[config.mk]
export PLATFORM = sky130hd
export DESIGN_NAME = lcd_mode_timing_sequencer_core_flat
export DESIGN_NICKNAME = d
export VERILOG_FILES = /design/src/rtl/core/lmts_pkg.sv /design/src/rtl/core/lmts_item_if.sv /design/src/rtl/core/lmts_result_if.sv /design/src/rtl/core/lmts_step.sv /design/src/rtl/core/lcd_mode_timing_sequencer_core.sv /design/src/flat_wrapper.sv
export SDC_FILE = /design/constraint.sdc
export NUM_CORES = 1
export LEC_CHECK = 0
export BUFFER_PORTS_ARGS = -buffer_cell sky130_fd_sc_hd__buf_2
export CORE_UTILIZATION = 45
export CTS_CLUSTER_DIAMETER = 200
export DETAILED_ROUTE_END_ITERATION = 8
export PLACE_DENSITY_LB_ADDON = 0.3
export SYNTH_ARGS = -nofsm -noshare
export SYNTH_HDL_FRONTEND = slang
export SYNTH_SLANG_ARGS = --single-unit
[constraint.sdc]
create_clock -name clk_i -period 5.76 [get_ports clk_i]
set_input_delay 1.152 -clock clk_i [delete_from_list [all_inputs] [get_ports clk_i]]
set_output_delay 1.152 -clock clk_i [all_outputs]
set_load 0.02 [all_outputs]
[src/rtl/core/lmts_pkg.sv]
// Shared types and constants of the LCD mode timing sequencer.
package lmts_pkg;

  // Field widths fixed by the item and result formats.
  localparam int unsigned ELAPSED_W = 10;
  localparam int unsigned LINE_W    = 8;
  localparam int unsigned BUDGET_W  = 12;
  localparam int unsigned STAT_EN_W = 3;

  // Bit positions in the STAT source enable register.
  localparam int unsigned STAT_EN_HBLANK = 0;
  localparam int unsigned STAT_EN_VBLANK = 1;
  localparam int unsigned STAT_EN_SEARCH = 2;

  // Cycle cost of each mode, loaded into the budget on mode entry.
  localparam logic [BUDGET_W-1:0] COST_HBLANK = 12'd204;
  localparam logic [BUDGET_W-1:0] COST_VBLANK = 12'd456;
  localparam logic [BUDGET_W-1:0] COST_SEARCH = 12'd80;
  localparam logic [BUDGET_W-1:0] COST_DRAW   = 12'd172;

  // Most negative budget value; the budget saturates here.
  localparam logic [BUDGET_W-1:0] BUDGET_MIN = 12'h800;

  typedef enum logic [1:0] {
    MODE_HBLANK = 2'd0,
    MODE_VBLANK = 2'd1,
    MODE_SEARCH = 2'd2,
    MODE_DRAW   = 2'd3
  } mode_e;

  // Timing state carried from one word to the next.
  typedef struct packed {
    mode_e                      mode;
    logic [LINE_W-1:0]          line;
    logic signed [BUDGET_W-1:0] budget;
  } timing_state_t;

  // Per-word request and event pulses.
  typedef struct packed {
    logic vblank_request;
    logic stat_request;
    logic line_changed;
    logic oam_search;
    logic draw_line;
    logic frame_done;
    logic hdma_tick;
  } timing_events_t;

endpackage

[src/rtl/core/lmts_item_if.sv]
// Input channel: elapsed cycle count and LCD enable, with valid/ready.
interface lmts_item_if;
  logic                           valid;
  logic                           ready;
  logic [lmts_pkg::ELAPSED_W-1:0] elapsed_cycles;
  logic                           lcd_on;

  modport source (output valid, output elapsed_cycles, output lcd_on, input ready);
  modport sink   (input valid, input elapsed_cycles, input lcd_on, output ready);
endinterface

[src/rtl/core/lmts_result_if.sv]
// Output channel: mode, line and event pulses, with valid/ready.
interface lmts_result_if;
  logic                        valid;
  logic                        ready;
  logic [1:0]                  mode;
  logic [lmts_pkg::LINE_W-1:0] line;
  logic                        vblank_request;
  logic                        stat_request;
  logic                        line_changed;
  logic                        oam_search;
  logic                        draw_line;
  logic                        frame_done;
  logic                        hdma_tick;

  modport source (
    output valid, output mode, output line, output vblank_request, output stat_request,
    output line_changed, output oam_search, output draw_line, output frame_done,
    output hdma_tick, input ready
  );
  modport sink (
    input valid, input mode, input line, input vblank_request, input stat_request,
    input line_changed, input oam_search, input draw_line, input frame_done,
    input hdma_tick, output ready
  );
endinterface

[src/rtl/core/lmts_step.sv]
// Combinational mode transition: budget subtract, mode change and event pulses.
module lmts_step #(
  parameter int unsigned VISIBLE_LINES = 144,
  parameter int unsigned LAST_LINE     = 153
) (
  input  lmts_pkg::timing_state_t        cur_i,
  input  logic [lmts_pkg::ELAPSED_W-1:0] elapsed_i,
  input  logic                           lcd_on_i,
  input  logic [lmts_pkg::STAT_EN_W-1:0] stat_en_i,
  output lmts_pkg::timing_state_t        nxt_o,
  output lmts_pkg::timing_events_t       ev_o
);

  localparam logic [lmts_pkg::LINE_W-1:0] VisLine  = lmts_pkg::LINE_W'(VISIBLE_LINES);
  localparam logic [lmts_pkg::LINE_W:0]   LastLine = (lmts_pkg::LINE_W + 1)'(LAST_LINE);

  logic [lmts_pkg::BUDGET_W:0]   diff;
  logic [lmts_pkg::BUDGET_W:0]   carry;
  logic [lmts_pkg::LINE_W-1:0]   line_inc;
  logic [lmts_pkg::LINE_W:0]     line_next;

  // Budget after this word, one bit wider so the sign survives the subtract.
  assign diff      = {cur_i.budget[lmts_pkg::BUDGET_W-1], cur_i.budget}
                   - {3'b000, elapsed_i};
  assign carry     = diff + {1'b0, lmts_pkg::COST_VBLANK};
  assign line_inc  = cur_i.line + 1'b1;
  assign line_next = {1'b0, cur_i.line} + 1'b1;

  always_comb begin
    nxt_o = cur_i;
    ev_o  = '0;
    if (!lcd_on_i) begin
      // With the LCD off the budget holds, and line and mode go to zero.
      nxt_o.mode = lmts_pkg::MODE_HBLANK;
      nxt_o.line = '0;
    end else begin
      nxt_o.budget = diff[lmts_pkg::BUDGET_W-1:0];
      // Budget used up (zero or negative): exactly one mode step.
      if (diff[lmts_pkg::BUDGET_W] || (diff == '0)) begin
        unique case (cur_i.mode)
          lmts_pkg::MODE_HBLANK: begin
            nxt_o.line        = line_inc;
            ev_o.line_changed = 1'b1;
            ev_o.hdma_tick    = 1'b1;
            if (line_inc >= VisLine) begin
              ev_o.vblank_request = 1'b1;
              ev_o.stat_request   = stat_en_i[lmts_pkg::STAT_EN_VBLANK];
              nxt_o.mode          = lmts_pkg::MODE_VBLANK;
              nxt_o.budget        = lmts_pkg::COST_VBLANK;
            end else begin
              ev_o.stat_request = stat_en_i[lmts_pkg::STAT_EN_SEARCH];
              nxt_o.mode        = lmts_pkg::MODE_SEARCH;
              nxt_o.budget      = lmts_pkg::COST_SEARCH;
            end
          end
          lmts_pkg::MODE_VBLANK: begin
            ev_o.line_changed = 1'b1;
            if (line_next > LastLine) begin
              nxt_o.line        = '0;
              ev_o.frame_done   = 1'b1;
              ev_o.stat_request = stat_en_i[lmts_pkg::STAT_EN_SEARCH];
              nxt_o.mode        = lmts_pkg::MODE_SEARCH;
              nxt_o.budget      = lmts_pkg::COST_SEARCH;
            end else begin
              // Staying in vblank keeps the carry, saturating at the minimum.
              nxt_o.line = line_next[lmts_pkg::LINE_W-1:0];
              if (carry[lmts_pkg::BUDGET_W] && !carry[lmts_pkg::BUDGET_W-1]) begin
                nxt_o.budget = lmts_pkg::BUDGET_MIN;
              end else begin
                nxt_o.budget = carry[lmts_pkg::BUDGET_W-1:0];
              end
            end
          end
          lmts_pkg::MODE_SEARCH: begin
            ev_o.oam_search = 1'b1;
            nxt_o.mode      = lmts_pkg::MODE_DRAW;
            nxt_o.budget    = lmts_pkg::COST_DRAW;
          end
          lmts_pkg::MODE_DRAW: begin
            ev_o.draw_line    = (cur_i.line < VisLine);
            ev_o.stat_request = stat_en_i[lmts_pkg::STAT_EN_HBLANK];
            nxt_o.mode        = lmts_pkg::MODE_HBLANK;
            nxt_o.budget      = lmts_pkg::COST_HBLANK;
          end
        endcase
      end
    end
  end

endmodule

[src/rtl/core/lcd_mode_timing_sequencer_core.sv]
// Top level of the LCD mode timing sequencer: input register, state and result register.
// The sequencer takes one word per clock and presents one result word for each: a word
// lands in the input register, the transition logic runs against the mode, line and
// budget registers, and the result register is loaded at the same edge at which the
// state updates. Throughput is one word per cycle as long as the result side takes
// words; the result register holds a stalled word while the input register still
// accepts one more. Write the STAT source enables only while no word is in flight.
module lcd_mode_timing_sequencer_core #(
  parameter int unsigned VISIBLE_LINES = 144,
  parameter int unsigned LAST_LINE     = 153
) (
  input  logic                           clk_i,
  input  logic                           rst_ni,
  input  logic                           cfg_we_i,
  input  logic [lmts_pkg::STAT_EN_W-1:0] cfg_wdata_i,
  lmts_item_if.sink                      item_i,
  lmts_result_if.source                  result_o
);

  logic                           in_valid_q;
  logic [lmts_pkg::ELAPSED_W-1:0] elapsed_q;
  logic                           lcd_on_q;
  logic [lmts_pkg::STAT_EN_W-1:0] stat_en_q;
  lmts_pkg::timing_state_t        state_q;
  lmts_pkg::timing_state_t        state_d;
  lmts_pkg::timing_events_t       ev_d;
  lmts_pkg::timing_events_t       ev_q;
  logic                           out_valid_q;
  logic                           advance;
  logic                           take;

  // The result register frees up when empty or when its word is taken.
  assign advance      = !out_valid_q || result_o.ready;
  assign take         = in_valid_q && advance;
  assign item_i.ready = !in_valid_q || take;

  // Configuration register.
  always_ff @(posedge clk_i or negedge rst_ni) begin
    if (!rst_ni) begin
      stat_en_q <= '0;
    end else if (cfg_we_i) begin
      stat_en_q <= cfg_wdata_i;
    end
  end

  // Input register.
  always_ff @(posedge clk_i or negedge rst_ni) begin
    if (!rst_ni) begin
      in_valid_q <= 1'b0;
    end else if (item_i.ready) begin
      in_valid_q <= item_i.valid;
    end
  end

  always_ff @(posedge clk_i) begin
    if (item_i.valid && item_i.ready) begin
      elapsed_q <= item_i.elapsed_cycles;
      lcd_on_q  <= item_i.lcd_on;
    end
  end

  // Transition logic.
  lmts_step #(
    .VISIBLE_LINES (VISIBLE_LINES),
    .LAST_LINE     (LAST_LINE)
  ) u_step (
    .cur_i     (state_q),
    .elapsed_i (elapsed_q),
    .lcd_on_i  (lcd_on_q),
    .stat_en_i (stat_en_q),
    .nxt_o     (state_d),
    .ev_o      (ev_d)
  );

  // Timing state advances once per processed word.
  always_ff @(posedge clk_i or negedge rst_ni) begin
    if (!rst_ni) begin
      state_q.mode   <= lmts_pkg::MODE_HBLANK;
      state_q.line   <= '0;
      state_q.budget <= '0;
    end else if (take) begin
      state_q <= state_d;
    end
  end

  // Result register.
  always_ff @(posedge clk_i or negedge rst_ni) begin
    if (!rst_ni) begin
      out_valid_q <= 1'b0;
    end else if (advance) begin
      out_valid_q <= in_valid_q;
    end
  end

  always_ff @(posedge clk_i) begin
    if (take) begin
      ev_q <= ev_d;
    end
  end

  // The result shows the state as it stands after its word.
  assign result_o.valid          = out_valid_q;
  assign result_o.mode           = state_q.mode;
  assign result_o.line           = state_q.line;
  assign result_o.vblank_request = ev_q.vblank_request;
  assign result_o.stat_request   = ev_q.stat_request;
  assign result_o.line_changed   = ev_q.line_changed;
  assign result_o.oam_search     = ev_q.oam_search;
  assign result_o.draw_line      = ev_q.draw_line;
  assign result_o.frame_done     = ev_q.frame_done;
  assign result_o.hdma_tick      = ev_q.hdma_tick;

endmodule

[src/flat_wrapper.sv]
// flat-port wrapper written by rule: the top's interface ports become plain ports
module lcd_mode_timing_sequencer_core_flat 
#(
  parameter int unsigned VISIBLE_LINES = 144,
  parameter int unsigned LAST_LINE     = 153
)
  (clk_i, rst_ni, cfg_we_i, cfg_wdata_i, item_i_valid, item_i_elapsed_cycles, item_i_lcd_on, item_i_ready, result_o_valid, result_o_mode, result_o_line, result_o_vblank_request, result_o_stat_request, result_o_line_changed, result_o_oam_search, result_o_draw_line, result_o_frame_done, result_o_hdma_tick, result_o_ready);
  lmts_item_if item_i_i ();
  lmts_result_if result_o_i ();
  input  logic clk_i;
  input  logic rst_ni;
  input  logic cfg_we_i;
  input  logic [lmts_pkg::STAT_EN_W-1:0] cfg_wdata_i;
  input wire logic [$bits(item_i_i.valid)-1:0] item_i_valid;
  input wire logic [$bits(item_i_i.elapsed_cycles)-1:0] item_i_elapsed_cycles;
  input wire logic [$bits(item_i_i.lcd_on)-1:0] item_i_lcd_on;
  output wire logic [$bits(item_i_i.ready)-1:0] item_i_ready;
  output wire logic [$bits(result_o_i.valid)-1:0] result_o_valid;
  output wire logic [$bits(result_o_i.mode)-1:0] result_o_mode;
  output wire logic [$bits(result_o_i.line)-1:0] result_o_line;
  output wire logic [$bits(result_o_i.vblank_request)-1:0] result_o_vblank_request;
  output wire logic [$bits(result_o_i.stat_request)-1:0] result_o_stat_request;
  output wire logic [$bits(result_o_i.line_changed)-1:0] result_o_line_changed;
  output wire logic [$bits(result_o_i.oam_search)-1:0] result_o_oam_search;
  output wire logic [$bits(result_o_i.draw_line)-1:0] result_o_draw_line;
  output wire logic [$bits(result_o_i.frame_done)-1:0] result_o_frame_done;
  output wire logic [$bits(result_o_i.hdma_tick)-1:0] result_o_hdma_tick;
  input wire logic [$bits(result_o_i.ready)-1:0] result_o_ready;
  assign item_i_i.valid = item_i_valid;
  assign item_i_i.elapsed_cycles = item_i_elapsed_cycles;
  assign item_i_i.lcd_on = item_i_lcd_on;
  assign item_i_ready = item_i_i.ready;
  assign result_o_valid = result_o_i.valid;
  assign result_o_mode = result_o_i.mode;
  assign result_o_line = result_o_i.line;
  assign result_o_vblank_request = result_o_i.vblank_request;
  assign result_o_stat_request = result_o_i.stat_request;
  assign result_o_line_changed = result_o_i.line_changed;
  assign result_o_oam_search = result_o_i.oam_search;
  assign result_o_draw_line = result_o_i.draw_line;
  assign result_o_frame_done = result_o_i.frame_done;
  assign result_o_hdma_tick = result_o_i.hdma_tick;
  assign result_o_i.ready = result_o_ready;
  lcd_mode_timing_sequencer_core #(.VISIBLE_LINES(VISIBLE_LINES), .LAST_LINE(LAST_LINE)) u_core (.clk_i(clk_i), .rst_ni(rst_ni), .cfg_we_i(cfg_we_i), .cfg_wdata_i(cfg_wdata_i), .item_i(item_i_i), .result_o(result_o_i));
endmodule
==> qor.yml, run 1 <==
run_status:
  run_status: "finished clean"
clock_network:
  post_cts_resized: 0
  clk_pin_slew_worst_paths_ps: 80
  clock_latency_ps: 310
  ctsHtreeMaxLevel: 2
  cts-root-to-sink-buffers: 2
  tritoncts.num_buffers: 5
  cts_tree: "yes"
  postCtsSetupBuffers: 0
  clock_sink_count: 45
  cts_hold_buf: 0
  root_buffer: "clkbuf_8"
sta:
  tightest_slew_ps: 709
  final_max_slew_viol_count: 0
  setup-tns-final_ps: 0
  timing.final.crit_period_ps: 3670
  achievable_frequency_mhz: 273
  setup_violations: 0
  final-hold-violation-count: 0
  fin_hold_ws_ps: 515
  worst_slew_margin_rel_pct: 52.3
  unrepaired_setup_endpoints_after_global_routing: "no"
  finalCritPeriodShare_pct: 63.6
  skew_ps: 15.6
placed_design:
  gp_congestion: 0.876
  io_buffers: 37
  post-dp-hpwl_mm: 5.96
critical_path:
  cp_class: "flip-flop to flip-flop"
  critical_path.slowest_cell: "fa_1"
  worst_path_largest_cell_delay_ps: 440
  cp-start-kind: "flip-flop"
  regToRegSetupSlack_ps: 2090
  worstPathCellList: "inv_1 -> ha_1 -> inv_1 -> fa_1 -> a211oi_4 -> o211ai_2 -> and4_1 -> or3_4 -> or3_1 -> o22ai_2 -> or2_1 -> o21ai_0 -> a22o_1"
  cp_data_required_time_ps: 5950
  worst-path-max-fanout: 7
  crit_top_cell: "inv_1"
  worstPathArrival_ps: 3860
  critical_path.endpoint_type: "flip-flop"
pwr:
  leakage_dissipation_nw: 1.50
  power.density_cell_area_nw_per_um2: 497
  ir_drop_mv: 0.220
floorplanning:
  core_area_um2: 7250
  placement_rows: 31
  dieHeight_um: 88.5
  initial_core_util_pct: 46.4
  die_w_um: 88.5
  io_pins: 38
  die-area_um2: 7830
detailed_routing:
  dr.pass1.iters: 4
  route.vias.total: 2906
  detail-route-antenna-nets: 0
  dr.first_iter.drc_count: 300
  drc_errors: 0
  wire_per_inst_um: 15.9
  wl_mm: 7.88
  viasPerCell: 5.86
global_routing:
  globalRoute.totalOverflow: 0
  grt_start_max_net_pins: 28
  first_global_vias: 2575
  grt_first_pass_wirelength_mm: 12.8
  initial_antenna_violation_count: 0
  groute.usage.overall_pct: 21.3
run:
  cap_viol_max_count: 0
layout:
  layout.filler_cells: 702
  area.growth.synth_to_final_pct: 7.58
  finish.net_count: 434
  layout_cells_sized_above_1_pct: 16.4
  antenna_cells_inserted: 0
synth:
  syn_avg_cell_area_um2: 8.96
  ys_async_sr_fraction_pct: 60.0
  synth_edf_count: 18
  synth.yosys.seq_area_share_pct: 36.1
  post_synth_instance_area_um2: 3370
  ys.flop_type: "dfrtp_1"
  ys_warn_count: 0
  synthesis.nets: 413
  synth_cell_type_count: 78
  cell_count_after_synthesis: 376
  synth.ff_latch_count: 45
hold_path:
  min_path_type: "flip-flop to flip-flop"
## per-layer routing
layer	up-vias	wire length (um)	GRT usage, %
li1	1444	-	-
met3	13	476	4.29
met2	100	3520	32.4
met4	0	138	6.74
met1	1349	3740	30.5
met5	-	0	0
## state kept, by name, summed over array words and instances, names as in the netlist, 2 cells and up
| name | flops |
|---|---|
| u_core.result_o.mode | 2 |
| u_core.stat_en_q | 3 |
| u_core.state_q | 12 |
| u_core.result_o.line | 8 |
| u_core.elapsed_q | 10 |
## worst paths after layout
path | depth (start not counted) | startpoint | end
worst max register to register | 13 | u_core.state_q[0] | u_core.state_q[3]
worst min register to register | 1 | u_core.in_valid_q | u_core.result_o.valid
worst min-delay path | 1 | u_core.in_valid_q | u_core.result_o.valid
worst max-delay path | 13 | u_core.state_q[0] | u_core.state_q[3]
min in group asynchronous | 1 | rst_ni | u_core.state_q[11]
max in group asynchronous | 1 | rst_ni | u_core.state_q[5]
## synth_stat cells (3+ instances only)
cell | count | area [um2]
xnor2_1 | 3 | 26.3
ha_1 | 17 | 213
nand3b_1 | 5 | 37.5
o211ai_1 | 5 | 37.5
and3_1 | 6 | 37.5
inv_1 | 25 | 93.8
and2_1 | 6 | 37.5
dfrtp_1 | 27 | 676
a21oi_1 | 23 | 115
buf_2 | 5 | 25.0
edfxtp_1 | 18 | 541
or3_1 | 7 | 43.8
nand4_1 | 3 | 18.8
buf_4 | 10 | 75.1
a211oi_1 | 4 | 30.0
nand3_1 | 12 | 60.1
nor2_1 | 28 | 105
nor4_1 | 5 | 31.3
a221oi_1 | 4 | 35.0
a31oi_1 | 7 | 43.8
mux2_2 | 3 | 33.8
o31ai_1 | 3 | 22.5
xor2_1 | 4 | 35.0
o21ai_0 | 22 | 110
nor3_1 | 14 | 70.1
clkbuf_1 | 8 | 30.0
nand2_1 | 30 | 113
nand2b_1 | 8 | 50.1
## cell usage in the layout (no fill, tap or decap), drive strengths merged, types with 3 or more instances in the layout
cell / Yosys / layout
xnor2: 3 / 3
nor2: 28 / 28
a31oi: 8 / 8
clkbuf: 8 / 5
dfrtp: 27 / 27
mux2: 3 / 3
nand4: 3 / 3
o21ai: 22 / 22
edfxtp: 18 / 18
and3: 6 / 6
or3: 8 / 8
nand3b: 5 / 5
ha: 17 / 17
o211ai: 7 / 7
a211oi: 7 / 7
buf: 16 / 38
nand3: 12 / 12
nor4: 5 / 5
o31ai: 3 / 3
xor2: 4 / 4
nand2: 31 / 31
a221oi: 4 / 4
inv: 25 / 25
a21oi: 24 / 24
and2: 6 / 6
nor3: 15 / 15
nand2b: 8 / 8
a21o: 3 / 3
## worst max-delay path, delay by kind of cell (launching register included)
family,cells,cell delay (ps)
AOI/OAI and AO/OA,5,1080
adders and majority gates,2,590
buffers and inverters,2,110
DFF,1,380
and+or+nand+nor,4,1390
## cell families after synthesis
family          after synthesis  share of synthesized area, %
compound gates              110                          24.2
xor+xnor                      7                          1.82
fa+ha+maj                    18                          6.91
buf+inv                      49                          6.98
flops                        45                          36.1
mux                           5                          1.60
simple gates                142                          22.4
## power by group
part	total (mW)	internal (mW)	switching, mW
registers	0.471	0.404	0.0667
clock network	0.192	0.0816	0.110
logic	1.14	0.413	0.724
total	1.80	0.899	0.901
## per-stage QoR
step           instances  worst slack, ps  utilization [%]  total power [mW]  cell area, um2
6_report             496             2090             50.0              1.80            3620
5_1_grt              496             1890             50.0              1.95            3620
4_1_cts              496             2120             50.0              1.80            3620
3_5_place_dp         489             2120             48.9              1.60            3540
3_3_place_gp         489             2210             48.9              1.59            3540
2_1_floorplan        376             2440                -              1.35            3370
## layout make-up
class | count | area (um2) | area share (%)
clock buffer | 5 | 68.8 | 1.90
clock inverter | 2 | 11.3 | 0.311
inverter | 25 | 93.8 | 2.59
multi-input combinational | 282 | 1920 | 52.9
sequential | 45 | 1220 | 33.6
tap | 99 | 124 | 3.42
timing repair buffer | 38 | 193 | 5.32
Power figures use the tool's default switching activity.
==> run 2, diff against run 1 <==
clock period = 3.1 ns   (was 5.76 ns; I/O delays follow)
==> run 2 against run 1 <==
The run now ends with design-rule violations, negative setup slack left. Maximum frequency is 9.3% higher. Design area is 23% higher. Clock skew is 7.0 ps lower. Register-to-register slack worse by 2300 ps. Die area stayed put. Global-route usage is 2.7 points higher. Critical path depth is 1 higher. Clock-buffer cell count is 1 higher. Sequential share of layout area is 6.2 points lower. Hold slack worse by 200 ps. Combinational power grew to 3.0 times the previous value. Largest cell class unchanged.
==> qor.yml, run 2 (same netlist as run 1, synthesis figures left out) <==
global_routing:
  globalRoute.totalOverflow: 0
  initial_antenna_violation_count: 0
  grt_first_pass_wirelength_mm: 14.3
  first_global_vias: 2936
  grt_start_max_net_pins: 28
  groute.usage.overall_pct: 24.0
layout:
  area.growth.synth_to_final_pct: 31.8
  finish.net_count: 493
  largest_register_ffs: 12
  mostFrequentLayoutCells: "buf_4, buf_2, nand2_1, dfrtp_1, inv_1"
  mostFrequentLayoutCell: "buf_4"
  layout_cells_sized_above_1_pct: 38.5
  final-seq-area_um2: 1220
  antenna_cells_inserted: 0
  layout.filler_cells: 617
  multi_input_area_um2: 2250
  layout_top_registers: "u_core.state_q x12, u_core.elapsed_q x10, u_core.result_o.line x8"
  top_register: "u_core.state_q"
placed_design:
  post-dp-hpwl_mm: 6.77
  gp_congestion: 0.878
  io_buffers: 37
sta:
  skew_ps: 8.58
  worst_slew_margin_rel_pct: 53.1
  tightest_slew_ps: 704
  layout_setup_ws_ps: -252
  final-hold-violation-count: 0
  unrepaired_setup_endpoints_after_global_routing: "yes"
  setup_violations: 28
  achievable_frequency_mhz: 298
  timing.final.crit_period_ps: 3350
  finalCritPeriodShare_pct: 108
  final_max_slew_viol_count: 0
  fin_hold_ws_ps: 319
run_status:
  run_status: "finished, violations left"
  failing_checks: "design-rule violations, negative setup slack"
clock_network:
  clk_pin_slew_worst_paths_ps: 100
  ctsHtreeMaxLevel: 2
  cts_tree: "yes"
  clock_sink_count: 45
  cts_hold_buf: 0
  clock_latency_ps: 310
  cts-root-to-sink-buffers: 2
  root_buffer: "clkbuf_8"
  tritoncts.num_buffers: 5
floorplanning:
  placement_rows: 31
  io_pins: 38
  initial_core_util_pct: 46.4
  dieHeight_um: 88.5
  die-area_um2: 7830
  core_area_um2: 7250
  die_w_um: 88.5
hold_path:
  min_path_type: "input port to asynchronous set/reset pin"
pwr:
  leakage_dissipation_nw: 1.85
  finalPower_mw: 4.62
  ir_drop_mv: 0.513
  power.density_cell_area_nw_per_um2: 1040
detailed_routing:
  wire_per_inst_um: 16.4
  viasPerCell: 5.73
  route.vias.total: 3186
  dr.pass1.iters: 6
  dr.first_iter.drc_count: 279
  drc_errors: 2
  wl_mm: 9.11
  detail-route-antenna-nets: 0
run:
  cap_viol_max_count: 0
critical_path:
  cp_data_required_time_ps: 3340
  worst-path-max-fanout: 6
  cp_class: "flip-flop to flip-flop"
  critical_path.endpoint_type: "flip-flop"
  cp-start-kind: "flip-flop"
  worstPathArrival_ps: 3590
==> run 2: cell count changes in the layout (fill, tap and decap cells not counted), sizes merged <==
cell      previous run  this run
clkbuf               5         6
buf                 38        97
clkinv               1         0
clkinvlp             1         2
==> run 2: worst paths after layout <==
| kind | startpoint | to | slack [ps] | depth (start not counted) |
|---|---|---|---|---|
| worst min-delay path | rst_ni | u_core.state_q[11] | 320 | 1 |
| min in group clk_i | item_i_elapsed_cycles[5] | u_core.elapsed_q[5] | 480 | 1 |
| max in group asynchronous | rst_ni | u_core.result_o.mode[1] | 2370 | 1 |
| worst max register to register | u_core.state_q[0] | u_core.state_q[9] | -250 | 14 |
| worst min register to register | u_core.in_valid_q | u_core.result_o.valid | 520 | 1 |
| worst max-delay path | u_core.state_q[0] | u_core.state_q[9] | -250 | 14 |
==> run 2: metal layers <==
layer | vias to the layer above | share of wire (%) | global-route usage (%)
met5 | - | 0 | 0
met3 | 15 | 5.4 | 3.92
met1 | 1520 | 48 | 35.7
met2 | 99 | 45 | 34.8
li1 | 1552 | - | -
met4 | 0 | 2.1 | 8.80
==> run 2: report_power, final <==
part	switching, mW	leakage (nW)	internal [mW]
logic	1.84	1.30	1.53
registers	0.121	0.514	0.751
clock network	0.217	0.0374	0.159
total	2.18	1.85	2.44
==> run 2: stage by stage <==
step	setup WS, ps	instance area (um2)	utilization (%)	TNS [ps]	std cells
final	-252	4440	61.2	-4340	556
after CTS	-237	4170	57.5	-4720	553
after global routing	-389	4440	61.2	-8110	556
after detailed placement	-313	3980	54.9	-6160	540
after global placement	-227	3980	54.9	-4450	540
after floorplan	-70.8	3430	-	-99.9	376
==> run 2: repair_timing <==
action	CTS	global route
gates resized for setup	23	53
setup buffers	5	3
pin swaps	6	22
setup endpoints to repair	28	29
==> run 2: critical path, stage by stage, from the launching register on <==
cell and delay (ps):
dfrtp_1 380, inv_1 60, ha_2 170, inv_2 40, fa_2 380, a211oi_4 300, o211ai_2 130, buf_4 170
and4_1 190, or3_4 360, a211oi_4 220, o22ai_4 110, or2_4 280, or4_4 420, nand3_2 70
==> run 2: area by class of cell <==
type	count	area share, %
clock buffers	6	1.63
well taps	99	2.79
repair buffers	97	15.0
flip-flops and latches	45	27.4
clock inverters	2	0.338
inverters	25	2.11
multi-input cells	282	50.7
